===== config.mk =====
export PLATFORM = sky130hd
export DESIGN_NAME = flat_json_string_pair_parser
export DESIGN_NICKNAME = d
export VERILOG_FILES = /design/src/fjsp_pkg.sv /design/src/fjsp_step.sv /design/src/flat_json_string_pair_parser.sv
export SDC_FILE = /design/constraint.sdc
export NUM_CORES = 1
export LEC_CHECK = 0
export ABC_CLOCK_PERIOD_IN_PS = 9520
export BUFFER_PORTS_ARGS = -buffer_cell sky130_fd_sc_hd__buf_4
export CORE_MARGIN = 2
export CORE_UTILIZATION = 54
export CTS_CLUSTER_SIZE = 8
export DETAILED_ROUTE_END_ITERATION = 12
export PLACE_DENSITY = 0.83
export SLEW_MARGIN = 10
export SYNTH_ARGS = -nofsm -noshare
export SYNTH_HDL_FRONTEND = slang
export SYNTH_SLANG_ARGS = --single-unit

===== constraint.sdc =====
create_clock -name i_clk -period 9.52 [get_ports i_clk]
set_input_delay 0.476 -clock i_clk [delete_from_list [all_inputs] [get_ports i_clk]]
set_output_delay 0.476 -clock i_clk [all_outputs]
set_load 0.005 [all_outputs]

===== src/fjsp_pkg.sv =====
// shared types, phase codes and result kinds for the json string-pair parser
`default_nettype none

package fjsp_pkg;

    // parse phase codes
    typedef logic [3:0] t_phase;

    localparam t_phase PH_OPEN      = 4'd0;
    localparam t_phase PH_KEY_CLOSE = 4'd1;
    localparam t_phase PH_STRING    = 4'd2;
    localparam t_phase PH_ESCAPE    = 4'd3;
    localparam t_phase PH_HEX       = 4'd4;
    localparam t_phase PH_COLON     = 4'd5;
    localparam t_phase PH_VALUE     = 4'd6;
    localparam t_phase PH_AFTER_VAL = 4'd7;
    localparam t_phase PH_DONE      = 4'd8;

    // result kinds
    typedef logic [2:0] t_kind;

    localparam t_kind K_KEY_CHAR = 3'd0;
    localparam t_kind K_VAL_CHAR = 3'd1;
    localparam t_kind K_KEY_END  = 3'd2;
    localparam t_kind K_PAIR_END = 3'd3;
    localparam t_kind K_OK       = 3'd4;
    localparam t_kind K_ERROR    = 3'd5;

    // input item functions
    localparam logic FN_CHAR = 1'b0;
    localparam logic FN_EOT  = 1'b1;

    // byte order mark treated as whitespace
    localparam logic [15:0] CU_BOM = 16'hFEFF;

    // parser state carried from item to item
    typedef struct packed {
        t_phase      phase;
        logic        in_value;
        logic [15:0] hex_accum;
        logic [1:0]  hex_cnt;
    } t_state;

    // one result item
    typedef struct packed {
        logic        valid;
        t_kind       kind;
        logic [15:0] ch;
    } t_result;

    localparam t_state STATE_RESET = '{
        phase:     PH_OPEN,
        in_value:  1'b0,
        hex_accum: 16'h0000,
        hex_cnt:   2'd0
    };

    // whitespace between tokens
    function automatic logic is_space(input logic [15:0] c);
        is_space = (c == 16'h0020) || (c == 16'h0009) || (c == 16'h000D) ||
                   (c == 16'h000A) || (c == CU_BOM);
    endfunction

endpackage

`default_nettype wire


===== src/fjsp_step.sv =====
// next-state and result logic for one code unit or end-of-text item
`default_nettype none

module fjsp_step (
    input  wire logic            i_func,
    input  wire logic [15:0]     i_code_unit,
    input  wire fjsp_pkg::t_state i_state,
    output fjsp_pkg::t_state     o_state,
    output fjsp_pkg::t_result    o_result
);

    logic        is_ws;
    logic        is_dec;
    logic        is_lo_hex;
    logic        is_up_hex;
    logic [3:0]  hex_digit;
    logic [15:0] hex_next;
    fjsp_pkg::t_kind text_kind;

    // character classes
    assign is_ws     = fjsp_pkg::is_space(i_code_unit);
    assign is_dec    = (i_code_unit >= 16'h0030) && (i_code_unit <= 16'h0039);
    assign is_lo_hex = (i_code_unit >= 16'h0061) && (i_code_unit <= 16'h0066);
    assign is_up_hex = (i_code_unit >= 16'h0041) && (i_code_unit <= 16'h0046);
    assign hex_digit = is_dec ? i_code_unit[3:0] : (i_code_unit[3:0] + 4'd9);
    assign hex_next  = {i_state.hex_accum[11:0], hex_digit};
    assign text_kind = i_state.in_value ? fjsp_pkg::K_VAL_CHAR : fjsp_pkg::K_KEY_CHAR;

    always_comb begin
        o_state  = i_state;
        o_result = '{valid: 1'b0, kind: fjsp_pkg::K_ERROR, ch: 16'h0000};

        if (i_func == fjsp_pkg::FN_EOT) begin
            // restart; early end of text is an error
            o_state = fjsp_pkg::STATE_RESET;
            if (!i_state.phase[3]) begin
                o_result.valid = 1'b1;
                o_result.kind  = fjsp_pkg::K_ERROR;
            end
        end else begin
            unique case (i_state.phase)
                fjsp_pkg::PH_OPEN: begin
                    if (!is_ws) begin
                        if (i_code_unit == 16'h007B) begin
                            o_state.phase = fjsp_pkg::PH_KEY_CLOSE;
                        end else begin
                            o_state.phase  = fjsp_pkg::PH_DONE;
                            o_result.valid = 1'b1;
                        end
                    end
                end
                fjsp_pkg::PH_KEY_CLOSE: begin
                    if (!is_ws) begin
                        if (i_code_unit == 16'h007D) begin
                            o_state.phase  = fjsp_pkg::PH_DONE;
                            o_result.valid = 1'b1;
                            o_result.kind  = fjsp_pkg::K_OK;
                        end else if (i_code_unit == 16'h0022) begin
                            o_state.in_value = 1'b0;
                            o_state.phase    = fjsp_pkg::PH_STRING;
                        end else begin
                            o_state.phase  = fjsp_pkg::PH_DONE;
                            o_result.valid = 1'b1;
                        end
                    end
                end
                fjsp_pkg::PH_STRING: begin
                    if (i_code_unit == 16'h0022) begin
                        // closing quote of key or value
                        o_result.valid = 1'b1;
                        if (i_state.in_value) begin
                            o_state.phase = fjsp_pkg::PH_AFTER_VAL;
                            o_result.kind = fjsp_pkg::K_PAIR_END;
                        end else begin
                            o_state.phase = fjsp_pkg::PH_COLON;
                            o_result.kind = fjsp_pkg::K_KEY_END;
                        end
                    end else if (i_code_unit == 16'h005C) begin
                        o_state.phase = fjsp_pkg::PH_ESCAPE;
                    end else begin
                        o_result.valid = 1'b1;
                        o_result.kind  = text_kind;
                        o_result.ch    = i_code_unit;
                    end
                end
                fjsp_pkg::PH_ESCAPE: begin
                    if (i_code_unit == 16'h0075) begin
                        o_state.hex_accum = 16'h0000;
                        o_state.hex_cnt   = 2'd0;
                        o_state.phase     = fjsp_pkg::PH_HEX;
                    end else begin
                        o_state.phase  = fjsp_pkg::PH_STRING;
                        o_result.valid = 1'b1;
                        o_result.kind  = text_kind;
                        case (i_code_unit)
                            16'h006E: o_result.ch = 16'h000A;
                            16'h0072: o_result.ch = 16'h000D;
                            16'h0074: o_result.ch = 16'h0009;
                            default:  o_result.ch = i_code_unit;
                        endcase
                    end
                end
                fjsp_pkg::PH_HEX: begin
                    if (is_dec || is_lo_hex || is_up_hex) begin
                        o_state.hex_accum = hex_next;
                        o_state.hex_cnt   = i_state.hex_cnt + 2'd1;
                        if (i_state.hex_cnt == 2'd3) begin
                            // fourth digit completes the code unit
                            o_state.phase  = fjsp_pkg::PH_STRING;
                            o_result.valid = 1'b1;
                            o_result.kind  = text_kind;
                            o_result.ch    = hex_next;
                        end
                    end else begin
                        o_state.phase  = fjsp_pkg::PH_DONE;
                        o_result.valid = 1'b1;
                    end
                end
                fjsp_pkg::PH_COLON: begin
                    if (!is_ws) begin
                        if (i_code_unit == 16'h003A) begin
                            o_state.phase = fjsp_pkg::PH_VALUE;
                        end else begin
                            o_state.phase  = fjsp_pkg::PH_DONE;
                            o_result.valid = 1'b1;
                        end
                    end
                end
                fjsp_pkg::PH_VALUE: begin
                    if (!is_ws) begin
                        if (i_code_unit == 16'h0022) begin
                            o_state.in_value = 1'b1;
                            o_state.phase    = fjsp_pkg::PH_STRING;
                        end else begin
                            o_state.phase  = fjsp_pkg::PH_DONE;
                            o_result.valid = 1'b1;
                        end
                    end
                end
                fjsp_pkg::PH_AFTER_VAL: begin
                    if (!is_ws) begin
                        if (i_code_unit == 16'h002C) begin
                            o_state.phase = fjsp_pkg::PH_KEY_CLOSE;
                        end else if (i_code_unit == 16'h007D) begin
                            o_state.phase  = fjsp_pkg::PH_DONE;
                            o_result.valid = 1'b1;
                            o_result.kind  = fjsp_pkg::K_OK;
                        end else begin
                            o_state.phase  = fjsp_pkg::PH_DONE;
                            o_result.valid = 1'b1;
                        end
                    end
                end
                default: begin
                    // finished: ignore code units until end of text
                end
            endcase
        end
    end

endmodule

`default_nettype wire


===== src/flat_json_string_pair_parser.sv =====
// top level: input register, parser step and result register
`default_nettype none

// Streaming parser for a flat JSON object of string-to-string pairs, fed one
// UTF-16 code unit per transfer plus an end-of-text item that restarts it.
// Each item is captured in an input register, run through one step of the
// parser state machine and, if it yields a result, lands in the output
// register; one item is taken per clock unless an item holding a result
// waits on a full output register. Items that yield nothing (whitespace,
// quotes opening a string, escape prefixes) move on even while a result is
// stalled at the output; an item that yields a result waits only for the
// output register to empty. Whitespace includes the byte order mark;
// \n, \r, \t and \uXXXX are decoded, other escapes pass as is; after the
// verdict (ok or one error) code units are dropped until end of text.

module flat_json_string_pair_parser (
    input  wire logic        i_clk,
    input  wire logic        i_rst_n,
    input  wire logic        i_in_valid,
    output logic             o_in_ready,
    input  wire logic        i_func,
    input  wire logic [15:0] i_code_unit,
    output logic             o_out_valid,
    input  wire logic        i_out_ready,
    output logic [2:0]       o_kind,
    output logic [15:0]      o_char_out
);

    logic                r_in_valid;
    logic                r_func;
    logic [15:0]         r_code_unit;
    fjsp_pkg::t_state    r_state;
    fjsp_pkg::t_state    n_state;
    fjsp_pkg::t_result   step_result;
    logic                r_out_valid;
    fjsp_pkg::t_kind     r_kind;
    logic [15:0]         r_char_out;
    logic                out_free;
    logic                advance;

    // parser step
    fjsp_step u_step (
        .i_func      (r_func),
        .i_code_unit (r_code_unit),
        .i_state     (r_state),
        .o_state     (n_state),
        .o_result    (step_result)
    );

    // flow control between the two registers
    assign out_free   = !r_out_valid || i_out_ready;
    assign advance    = r_in_valid && (!step_result.valid || out_free);
    assign o_in_ready = !r_in_valid || advance;

    // input register
    always_ff @(posedge i_clk) begin
        if (!i_rst_n) begin
            r_in_valid <= 1'b0;
        end else if (o_in_ready) begin
            r_in_valid <= i_in_valid;
        end
    end

    always_ff @(posedge i_clk) begin
        if (o_in_ready && i_in_valid) begin
            r_func      <= i_func;
            r_code_unit <= i_code_unit;
        end
    end

    // parser state
    always_ff @(posedge i_clk) begin
        if (!i_rst_n) begin
            r_state <= fjsp_pkg::STATE_RESET;
        end else if (advance) begin
            r_state <= n_state;
        end
    end

    // result register
    always_ff @(posedge i_clk) begin
        if (!i_rst_n) begin
            r_out_valid <= 1'b0;
        end else if (out_free) begin
            r_out_valid <= advance && step_result.valid;
        end
    end

    always_ff @(posedge i_clk) begin
        if (out_free && advance && step_result.valid) begin
            r_kind     <= step_result.kind;
            r_char_out <= step_result.ch;
        end
    end

    assign o_out_valid = r_out_valid;
    assign o_kind      = r_kind;
    assign o_char_out  = r_char_out;

endmodule

`default_nettype wire


==> results, run 1 <==
- The flow ran to the end, and the final reports show no timing, DRC or antenna violations.
- Entering global routing, the biggest net connects 26 pins.
- The maximum vdd ir drop is 0.000112 V.
- The launching element type of the critical path is a flip-flop.
- The largest clock skew in the final design is 7.54 ps.
- The total negative setup slack is 0 ps.
- The final HPWL from detailed placement is 5860 um.
- For the pin with the worst max-slew slack, the measured transition is 894 ps.
- The effective utilization at floorplan is 56.8%.
- The starting DRC count in detailed routing is 397.
- Yosys printed 0 warnings.
- The required arrival time at the worst endpoint is 9040 ps.
- Buffers placed on the I/O ports in this run total 41.
- The worst pin sits at a relative slew slack of 40.4%.
- The proportion of netlist area held by the largest area contributor is 34.2%.
- CTS built an H-tree with a depth of 3.
- The maximum buffer depth of the clock tree is 2.
- The share of flip-flops with an asynchronous set or reset is 0%.
- The post-route netlist has 18.1% of its cells at a drive strength greater than 1.
- The initial antenna violation count is 0.
- Sequential elements use 47.4% of the synthesized area.
- The synthesized netlist devotes 1.11% of its cell area to XOR and XNOR gates.
- The routed wirelength normalized by instance count is 18.1 um.
- The total CTS buffers is 9.
- The final number of setup-violating endpoints is 0.
- The number of enable-type register cells in the synthesized netlist is 36.
- The total congestion overflow is 0.
- The most instantiated flip-flop cell in the synthesis netlist is sky130_fd_sc_hd__edfxtp_1.
- In the global route stage, overall resource usage came out at 27.3%.
- The achievable frequency is 274 MHz.
- The total die area is 0.00649 sq mm.
- The most critical setup path has its startpoint at r_code_unit[8].
- The average vias per placed instance is 6.30.
- Ranked by instance count, the synthesized netlist is headed by sky130_fd_sc_hd__nand2_1 (55), sky130_fd_sc_hd__edfxtp_1 (36), sky130_fd_sc_hd__nor2_1 (31), sky130_fd_sc_hd__dfxtp_1 (21), sky130_fd_sc_hd__mux2i_1 (19).
- The detailed-route DRC error count is 0.
- The design draws 562 uW.
- Routability-driven placement finished with a final weighted congestion of 1.02.
- In this run the static leakage power is 1.33 nW.
- In this run, synthesis produced a sequential element count of 57.
- 42 I/O pins were placed.
- The clock insertion delay at the later pin of the skew report is 350 ps.
- For this block, the routed nets add up to 8010 um of wire.
- The synthesized cell area is 0.00316 sq mm.
- The site row count is 27.
- The dominant combinational cell family by area after synthesis is simple AND/OR/NAND/NOR gates.
- The chip width is 80.6 um.
- The detail route stage leaves a number of antenna-violating nets equal to 0.
- The combinational cell fraction of total power is 7.1%.
- The mux cell area share after synthesis is 6.01%.
- The power per unit of standard cell area is 152 mW/mm^2.
- The clock-pin slew on the worst setup and hold paths is 70 ps.
- The reported net switching power is 134 uW.
- The number of nets handed over by synthesis was 357.
- The kind of path behind the tightest hold check is in -> reg.
- The number of max-cap violations is 0.
- Cell internal power was estimated by the tool at 429 uW.
- The final cycle utilization of the critical path is 38.3%.
- The final layout contains 391 nets.
- The number of pins with negative max-slew slack in the final report came to 0.
- The source of the worst hold timing path is i_func.
- The compound-cell area share of the yosys netlist is 14.7%.
- Setup repair after global routing left no endpoint under its margin.
- The worst setup path is captured at a primary output.
- Before antenna repair, the detailed router went through 5 iterations.
- By area the synthesized netlist is led by sky130_fd_sc_hd__edfxtp_1 (34%), sky130_fd_sc_hd__dfxtp_1 (13%), sky130_fd_sc_hd__nand2_1 (6.5%), sky130_fd_sc_hd__mux2i_1 (6.0%), sky130_fd_sc_hd__nor2_1 (3.7%).
- After floorplanning, the core was sized to cover 0.00557 sq mm.
- The worst hold margin is 300 ps.
- Each instance of the synthesized netlist takes up on average 9.56 sq um.
- The cell type with the highest aggregate area in the netlist is sky130_fd_sc_hd__edfxtp_1.
- Data on the critical path arrives at its endpoint at 3170 ps.
- In this run the clock root is driven by a sky130_fd_sc_hd__clkbuf_8.
- Relative to the synthesized area, the layout overhead comes to 17.3%.
- The die is 80.6 um tall.
- The post-cts hold buffer count is 0.
- Synthesis produced a netlist whose cell count is 331.
- The critical path in this run is classified as reg -> out.
- The total number of vias is 2,786.
- The synthesized netlist contains 53 unique library cells.
- The number of setup buffers added after CTS is 0.
- The number of endpoints with negative hold slack in the final report was 0.
- The cell with the most instances after synthesis is sky130_fd_sc_hd__nand2_1.
- The clock network burns 42.5% of the power.
- The TritonCTS clock tree is yes.
- The launch instance of the worst register-to-register path is r_code_unit[8].
- The number of diodes added for antenna fixing is 0.
- The part of the total power dissipated in sequential elements is 50.5%.
- Once the clock tree was built, the resizer swapped 0 gates to a different size.
- The area share of and/or/nand/nor cells after synthesis is 25.2%.
- The worst path in the final design needs a cycle of 3650 ps, including I/O delays and setup.
- The via count of the first global-routing pass is 2,593.
- Along the worst path, the maximum fanout reaches 5.
- The first-pass GRT wire length is 13,100 um.
- The sink count of the clock tree is 57.
- The switching part of the total power is 23.8%.
- The adder and majority gate portion of the synthesized area is 1.98%.
## power groups by stage
stage	sequential, mW	combinational (mW)	clock, mW
4_1_cts	0.284	0.0397	0.242
5_1_grt	0.285	0.0431	0.253
3_5_place_dp	0.289	0.0395	0
2_1_floorplan	0.283	0.0251	0
6_report	0.284	0.0397	0.239
3_3_place_gp	0.288	0.0389	0
## worst max-delay path, stage by stage (launching register included)
cell	delay, ps
sky130_fd_sc_hd__edfxtp_1	440
sky130_fd_sc_hd__or4_4	600
sky130_fd_sc_hd__or4_4	520
sky130_fd_sc_hd__o31a_1	350
sky130_fd_sc_hd__a2111o_1	440
sky130_fd_sc_hd__nor2_1	170
sky130_fd_sc_hd__a211oi_1	140
sky130_fd_sc_hd__inv_1	70
sky130_fd_sc_hd__buf_4	100
## cell usage in the layout (no fill, tap or decap), types with 3 or more instances in the layout
cell and instances:
sky130_fd_sc_hd__nor3_1 8, sky130_fd_sc_hd__a211oi_1 3, sky130_fd_sc_hd__nor2_1 31, sky130_fd_sc_hd__o21a_1 3
sky130_fd_sc_hd__a22oi_1 14, sky130_fd_sc_hd__nand3_1 10, sky130_fd_sc_hd__mux2i_1 19, sky130_fd_sc_hd__inv_1 7
sky130_fd_sc_hd__nor2b_1 11, sky130_fd_sc_hd__ha_1 5, sky130_fd_sc_hd__a21oi_1 8, sky130_fd_sc_hd__nand4_1 3
sky130_fd_sc_hd__dfxtp_1 21, sky130_fd_sc_hd__a31oi_1 6, sky130_fd_sc_hd__and3b_1 3, sky130_fd_sc_hd__edfxtp_1 36
sky130_fd_sc_hd__nand2b_1 5, sky130_fd_sc_hd__o21ai_0 8, sky130_fd_sc_hd__buf_4 44, sky130_fd_sc_hd__nand2_1 55
sky130_fd_sc_hd__nor4_1 7, sky130_fd_sc_hd__and2_1 3, sky130_fd_sc_hd__clkbuf_8 9, sky130_fd_sc_hd__o31ai_1 3
## path summary, 6_finish.rpt
kind / endpoint / cells past startpoint / slack [ps]
hold / removal: r_func / 1 / 300
setup / recovery: o_in_ready / 8 / 5870
setup reg to reg: o_kind[0] / 7 / 6080
hold reg to reg: r_state[11] / 2 / 470
## through the flow
stage / util [%] / instance area, sq um / setup WS [ps] / std cells
floorplan: - / 3160 / 5890 / 331
global placement: 62.8 / 3500 / 6230 / 426
detailed placement: 62.8 / 3500 / 6090 / 426
CTS: 66.6 / 3710 / 5880 / 442
global route: 66.6 / 3710 / 5770 / 442
finish: 66.6 / 3710 / 5870 / 442
## registers in the layout, summed over array words and instances, names as in the netlist
| register | count |
|---|---|
| o_char_out | 16 |
| o_kind | 3 |
| o_out_valid | 1 |
| r_code_unit | 16 |
| r_func | 1 |
| r_in_valid | 1 |
| r_state | 19 |
## logic make-up (layout without fill, tap and decap cells)
| kind of cell | count (synthesis) | after routing |
|---|---|---|
| XOR/XNOR | 4 | 4 |
| multiplexers | 19 | 19 |
| AND/OR/NAND/NOR | 156 | 156 |
| AO/OA/AOI/OAI | 62 | 62 |
| buffers and inverters | 28 | 67 |
| adder cells (fa/ha/maj) | 5 | 5 |
| flip-flops | 57 | 57 |
## per-layer routing
metal / part of all wire, % / up-vias / global-route usage (%)
met5: 0 / - / 0
met4: 2.4 / 0 / 12.0
met3: 9.2 / 25 / 6.74
met2: 44 / 167 / 40.5
met1: 45 / 1304 / 37.6
li1: - / 1290 / -
## final cells by class
class,count,area [sq um]
fillers,454,1860
multi-input cells,246,1550
flip-flops and latches,57,1500
repair buffers,44,330
clock buffers,10,149
well taps,72,90.1
clock inverters,6,63.8
inverters,7,26.3
No activity file was read; power rests on OpenSTA's default activity.
==> run 2: changes to the inputs <==
- ABC_CLOCK_PERIOD_IN_PS: 9520 -> 3500
- clock period: 9.52 -> 3.5 ns (I/O delays scaled with it)
==> run 2 against run 1 <==
  * Register-to-register slack worse by 5800 ps
  * Total power rose to 2.7 times the previous value
  * Clock skew up 0.76 ps
  * Non-clock buffer count rose by 10
  * Die area is the same
  * Worst setup slack lost 5700 ps
  * Worst hold slack got worse by 290 ps
  * Global-route usage is 0.86 points lower
  * Sequential power rose to 2.7 times the previous value
  * Critical path type unchanged
==> results, run 2 (synthesized netlist as in run 1, its figures left out) <==
- The global placer's final weighted congestion is 1.03 (+1.1%).
- The total negative setup slack came to 0 ps (unchanged).
- The sink count of the clock tree is 57 (unchanged).
- The number of port buffers came to 41 (unchanged).
- The initial antenna violation count came to 0 (unchanged).
- The via count of the first global-routing pass is 2,527 (-2.5%).
- The first-pass GRT wire length is 12,800 um (-2.1%).
- From synthesis to final layout, the design area changed by 20.1%.
- The number of ports placed on the die boundary is 42 (unchanged).
- The power per unit of standard cell area is 399 mW/mm^2 (+160%).
- The number of endpoints with negative hold slack in the final report is 0 (unchanged).
- The leakage power figure was 1.38 nW (+3.7%).
- The flip-flop count of the largest register after layout is 19 (unchanged).
- The worst setup path is captured at a primary output.
- The number of nets in the final layout is 401 (+2.6%).
- The launching element type of the critical path is a flip-flop.
- Counting I/O delays and the setup requirement, the final critical path takes 3310 ps.
- The die outline height came to 80.6 um (unchanged).
- The tree is rooted in a sky130_fd_sc_hd__clkbuf_8.
- The iteration count of the initial detailed-routing pass is 6 (+1).
- The maximum buffer depth of the clock tree came to 2 (unchanged).
- The maximum number of pins on one net before global-route repair came to 26 (unchanged).
- The fraction of the core area covered by cells at the end of the flow was 68.2% (+1.6 points).
- The post-layout instance area is 0.00380 sq mm (+2.4%).
- The post-placement worst setup slack was 272 ps (-5810 ps).
- The number of setup buffers added after CTS was 0 (unchanged).
- The min-delay analysis places its worst path in the category in -> reg.
- The most common cell after layout, fill and taps aside is sky130_fd_sc_hd__nand2_1.
- The largest clock skew in the final design is 8.31 ps (+0.764 ps).
- The total CTS buffers was 9 (unchanged).
- The required arrival time at the worst endpoint came to 3320 ps (-5720 ps).
- By startpoint and endpoint, the worst setup path is classified as reg -> out.
- The total power consumption of the routed design was 1.52 mW (+170%).
- Setup repair after global routing left no endpoint under its margin.
- The TritonCTS clock tree is yes.
- The H-tree depth is 3 (unchanged).
- The worst hold margin is 8.44 ps (-291 ps).
- The total die area is 0.00649 sq mm (unchanged).
- The relative slew slack is 46.7% (+6.3 points).
- The final routed wirelength across all metal layers is 7940 um (-0.84%).
- The final HPWL from detailed placement came to 5780 um (-1.3%).
- The number of diodes added for antenna fixing is 0 (unchanged).
- The chip width is 80.6 um (unchanged).
- In the layout the commonest cells are sky130_fd_sc_hd__nand2_1 (55), sky130_fd_sc_hd__buf_4 (50), sky130_fd_sc_hd__edfxtp_1 (36).
- The clock-pin slew on the worst setup and hold paths is 70 ps (about the same).
- The run finished with clean final reports.
- The cell count after placement is 433 (+1.6%).
- The routed wirelength normalized by instance count is 17.6 um (-3.0%).
- The signal arrival time at the worst endpoint is 3140 ps (-30 ps).
- The final number of setup-violating endpoints is 0 (unchanged).
- The total congestion overflow is 0 (unchanged).
- The number of max-cap violations is 0 (unchanged).
- The effective utilization at floorplan is 56.8% (unchanged).
- The fraction of layout instances using a drive strength above 1 was 19.7% (+1.6 points).
- The antenna violation net count after detailed routing is 0 (unchanged).
- The number of pins with negative max-slew slack in the final report is 0 (unchanged).
- The detailed-route DRC error count is 0 (unchanged).
- The average vias per placed instance is 6.25 (-0.81%).
- The final cycle utilization of the critical path is 94.7%.
- The achievable frequency is 302 MHz.
- The worst path setup slack after routing was 185 ps (-5690 ps).
- The total number of vias is 2,826 (+1.4%).
- The site row count is 27 (unchanged).
- The maximum vdd ir drop is 0.000293 V (+160%).
- The total global routing track utilization came to 26.4% (-0.86 points).
- The core region area is 0.00557 sq mm (unchanged).
- The highest net fanout along the worst path is 5 (unchanged).
- The clock insertion delay at the later pin of the skew report is 340 ps (about the same).
- The number of cells in the finished layout apart from fillers was 452 (+2.3%).
- The area of placed instances was 0.00357 sq mm (+1.9%).
- The top register by number of flip-flops is r_state.
- The starting DRC count in detailed routing was 363 (-8.6%).
- The measured slew at the worst slew-check pin came to 797 ps (-97.1 ps).
run 2: final cells by class:
type	count	area, sq um
fillers	447	1770
multi-input cells	246	1550
repair buffers	54	425
well taps	72	90.1
inverters	7	26.3
flip-flops and latches	57	1500
clock buffers	10	138
clock inverters	6	67.6
run 2: worst paths after layout:
kind	slack, ps	cells past startpoint	start	endpoint
max	190	8	r_code_unit[11]	o_in_ready
max reg2reg	250	8	r_code_unit[11]	r_code_unit[8]
min reg2reg	480	2	r_state[11]	r_state[11]
min	8	1	i_code_unit[11]	r_code_unit[11]
run 2: routing by layer:
layer | wire, um | global-route usage, %
met3 | 715 | 6.18
met2 | 3660 | 39.7
met4 | 198 | 11.7
met1 | 3370 | 36.3
met5 | 0 | 0
run 2: worst max-delay path, stage by stage (launching register included):
cell,delay (ps)
sky130_fd_sc_hd__edfxtp_1,450
sky130_fd_sc_hd__or4_4,580
sky130_fd_sc_hd__or4_4,520
sky130_fd_sc_hd__o31a_1,350
sky130_fd_sc_hd__a2111o_1,440
sky130_fd_sc_hd__nor2_1,150
sky130_fd_sc_hd__a211oi_1,130
sky130_fd_sc_hd__inv_1,80
sky130_fd_sc_hd__buf_4,100
run 2: what timing repair did:
action | CTS | global route
resized for setup | 0 | 0
hold endpoints to repair | 3 | 0
hold buffers | 3 | 0
setup endpoints to repair | 0 | 0
run 2: power breakdown:
group / switching, mW / internal, mW
Combinational: 0.0588 / 0.0610
Sequential: 0.0266 / 0.741
Clock: 0.279 / 0.349
==> run 3: changes to the inputs <==
- PLACE_DENSITY: 0.83 -> 0.75
==> run 3 against run 2 <==
  * Sequential power barely moved
  * Total power fell by 0.34%
  * Sequential cell count did not move
  * Final cell count rose by 3.1%
  * Non-clock buffer count rose by 14
  * Utilization rose by 2.3 points
  * Clock skew fell by 1.1 ps
  * Routed wire length rose by 1.5%
  * Worst setup slack got worse by 13 ps
  * Global-route usage rose by 1.4 points
  * Clock power fell by 3%
  * Critical endpoint unchanged
  * Largest cell class unchanged
  * Highest routed layer unchanged
==> results, run 3 (synthesized netlist as in run 1, its figures left out) <==
- The run finished with clean final reports.
- The number of endpoints with negative hold slack in the final report is 0 (unchanged).
- The setup path with the least slack is of type reg -> out.
- The number of max-cap violations came to 0 (unchanged).
- The final HPWL from detailed placement is 5800 um (+0.29%).
- The layout overhead on the synthesized area is 24.1%.
- The worst setup path is launched from a flip-flop.
- The largest clock skew in the final design is 7.17 ps (-1.14 ps).
- The routed wirelength normalized by instance count is 17.3 um (-1.5%).
- The effective utilization at floorplan is 56.8% (unchanged).
- The clock period minus worst slack is 3330 ps (+13.3 ps).
- The number of nets in the final layout is 415 (+3.5%).
- The depth of the worst register-to-register path is 8 (unchanged).
- The worst hold path depth is 1 (unchanged).
- The highest net fanout along the worst path is 5 (unchanged).
- The number of ports placed on the die boundary is 42 (unchanged).
- The clock insertion delay at the later pin of the skew report was 340 ps (about the same).
- Leaving out fill and tap cells, the most frequent cells in the layout are sky130_fd_sc_hd__nand2_1 (55), sky130_fd_sc_hd__buf_4 (51), sky130_fd_sc_hd__edfxtp_1 (36).
- TritonCTS built the clock tree.
- The maximum buffer depth of the clock tree is 2 (unchanged).
- The core region area is 0.00557 sq mm (unchanged).
- The most frequent cell on the critical path is sky130_fd_sc_hd__or4_4.
- The first-pass GRT wire length is 13,400 um (+4.9%).
- The total negative setup slack is 0 ps (unchanged).
- STA classifies the critical path endpoint as a primary output.
- The starting DRC count in detailed routing is 349 (-3.9%).
- The area of placed instances is 0.00357 sq mm (+0.21%).
- The total global routing track utilization is 27.8% (+1.4 points).
- The slowest stage of the critical path belongs to the cell sky130_fd_sc_hd__or4_4.
- Traced cell by cell, the critical path runs through or4_4 -> or4_4 -> o31a_1 -> a2111o_1 -> nor2_1 -> a211oi_1 -> inv_1 -> buf_4.
- The average vias per placed instance is 5.90 (-5.6%).
- The iteration count of the initial detailed-routing pass is 5 (-1).
- The post-placement worst setup slack is 289 ps (+16.6 ps).
- The sink count of the clock tree is 57 (unchanged).
- The total CTS buffers is 9 (unchanged).
- The chip width is 80.6 um (unchanged).
- The clock-pin slew on the worst setup and hold paths is 70 ps (about the same).
- The final number of setup-violating endpoints is 0 (unchanged).
- The maximum number of pins on one net before global-route repair is 26 (unchanged).
- The number of diodes added for antenna fixing is 0 (unchanged).
- More flip-flops sit in one register than any other, and that register is r_state.
- The final cycle utilization of the critical path is 95.1% (+0.38 points).
- The total die area came to 0.00649 sq mm (unchanged).
- The die outline height is 80.6 um (unchanged).
- The post-layout instance area is 0.00393 sq mm (+3.3%).
- The flip-flop count of the largest register after layout is 19 (unchanged).
- The maximum vdd ir drop is 0.000389 V (+33%).
- The worst hold margin is 18.3 ps (+9.91 ps).
- The post-cts resize count is 0 (unchanged).
- The initial antenna violation count is 0 (unchanged).
- The worst path setup slack after routing is 172 ps (-13.3 ps).
- The measured slew at the worst slew-check pin is 769 ps (-28.0 ps).
- Setup repair after global routing left no endpoint under its margin.
- The global placer's final weighted congestion came to 0.968 (-5.8%).
- The kind of path behind the tightest hold check is in -> reg.
- Broken down by cell family, the worst path's largest delay share belongs to simple AND/OR/NAND/NOR gates.
- The detailed-route DRC error count came to 0 (unchanged).
- The power per unit of standard cell area came to 384 mW/mm^2 (-3.6%).
- The leakage power figure is 1.42 nW (+3.6%).
- The worst reg-to-reg setup slack is 250 ps (about the same).
- The buffer and inverter count on the worst path was 2 (unchanged).
- The final routed wirelength across all metal layers is 8070 um (+1.5%).
- The relative slew slack came to 48.5% (+1.9 points).
- The fraction of layout instances using a drive strength above 1 is 19.0% (-0.70 points).
- The number of port buffers is 41 (unchanged).
- The site row count came to 27 (unchanged).
- The achievable frequency is 300 MHz (-0.40%).
- The maximum cell stage delay along the critical path came to 590 ps (about the same).
- The total power consumption of the routed design is 1.51 mW (-0.34%).
- The signal arrival time at the worst endpoint is 3150 ps (about the same).
- The total congestion overflow is 0 (unchanged).
- The required arrival time at the worst endpoint is 3320 ps (about the same).
- The number of cells on the critical path is 8 (unchanged).
- The number of pins with negative max-slew slack in the final report is 0 (unchanged).
- The antenna violation net count after detailed routing came to 0 (unchanged).
- The H-tree depth is 3 (unchanged).
- The library cell used most frequently in the layout, excluding fill and tap cells, is sky130_fd_sc_hd__nand2_1.
- The via count of the first global-routing pass was 2,672 (+5.7%).
- The total number of vias is 2,749 (-2.7%).
- The cell at the root of the clock tree is sky130_fd_sc_hd__clkbuf_8.
## run 3: cell count changes in the layout (fill, tap and decap cells not counted), sizes merged
| cell | delta |
|---|---|
| buf | +1 |
| clkinv | -1 |
| dlygate4sd3 | +13 |
| clkbuf | -1 |
| clkinvlp | +1 |
| inv | +1 |
## run 3: layer usage
layer	track usage, %	vias up	share of wire [%]	routed length [um]
met1	38.5	1285	44	3580
met2	42.8	120	47	3780
met4	10.3	0	1.6	127
li1	-	1331	-	-
met3	6.29	13	7.2	583
met5	0	-	0	0
## run 3: repair_timing
item,4_1_cts,5_1_grt
setup endpoints to repair,0,0
buffers inserted,0,0
hold endpoints to repair,16,0
hold buffers,16,0
## run 3: path summary, 6_finish.rpt
path	from	end
max	r_code_unit[8]	o_in_ready
min	i_code_unit[10]	r_code_unit[10]
max reg2reg	r_code_unit[8]	r_code_unit[14]
min reg2reg	r_state[10]	r_state[10]
## run 3: metrics by stage
step	cells	utilization, %
finish	466	70.5
global route	466	70.5
CTS	466	70.5
detailed placement	434	64.1
global placement	434	64.1
floorplan	331	-
## run 3: worst register-to-register path, stage by stage (launching register included)
cell and delay, ps:
sky130_fd_sc_hd__edfxtp_1 440, sky130_fd_sc_hd__or4_4 590, sky130_fd_sc_hd__or4_4 510, sky130_fd_sc_hd__o31a_1 340, sky130_fd_sc_hd__a2111o_1 440, sky130_fd_sc_hd__nor2_1 150
sky130_fd_sc_hd__a211oi_1 130, sky130_fd_sc_hd__nor2b_2 180, sky130_fd_sc_hd__buf_12 170
## run 3: layout make-up
cell class	count	area (sq um)
Clock inverter	7	70.1
Inverter	7	26.3
Fill cell	477	1650
Multi-Input combinational cell	246	1550
Timing Repair Buffer	68	563
Clock buffer	9	124
Sequential cell	57	1500
Tap cell	72	90.1
## run 3: power breakdown
group          switching, mW  internal (mW)
Clock                  0.282          0.327
Sequential            0.0257          0.741
Combinational         0.0625         0.0720
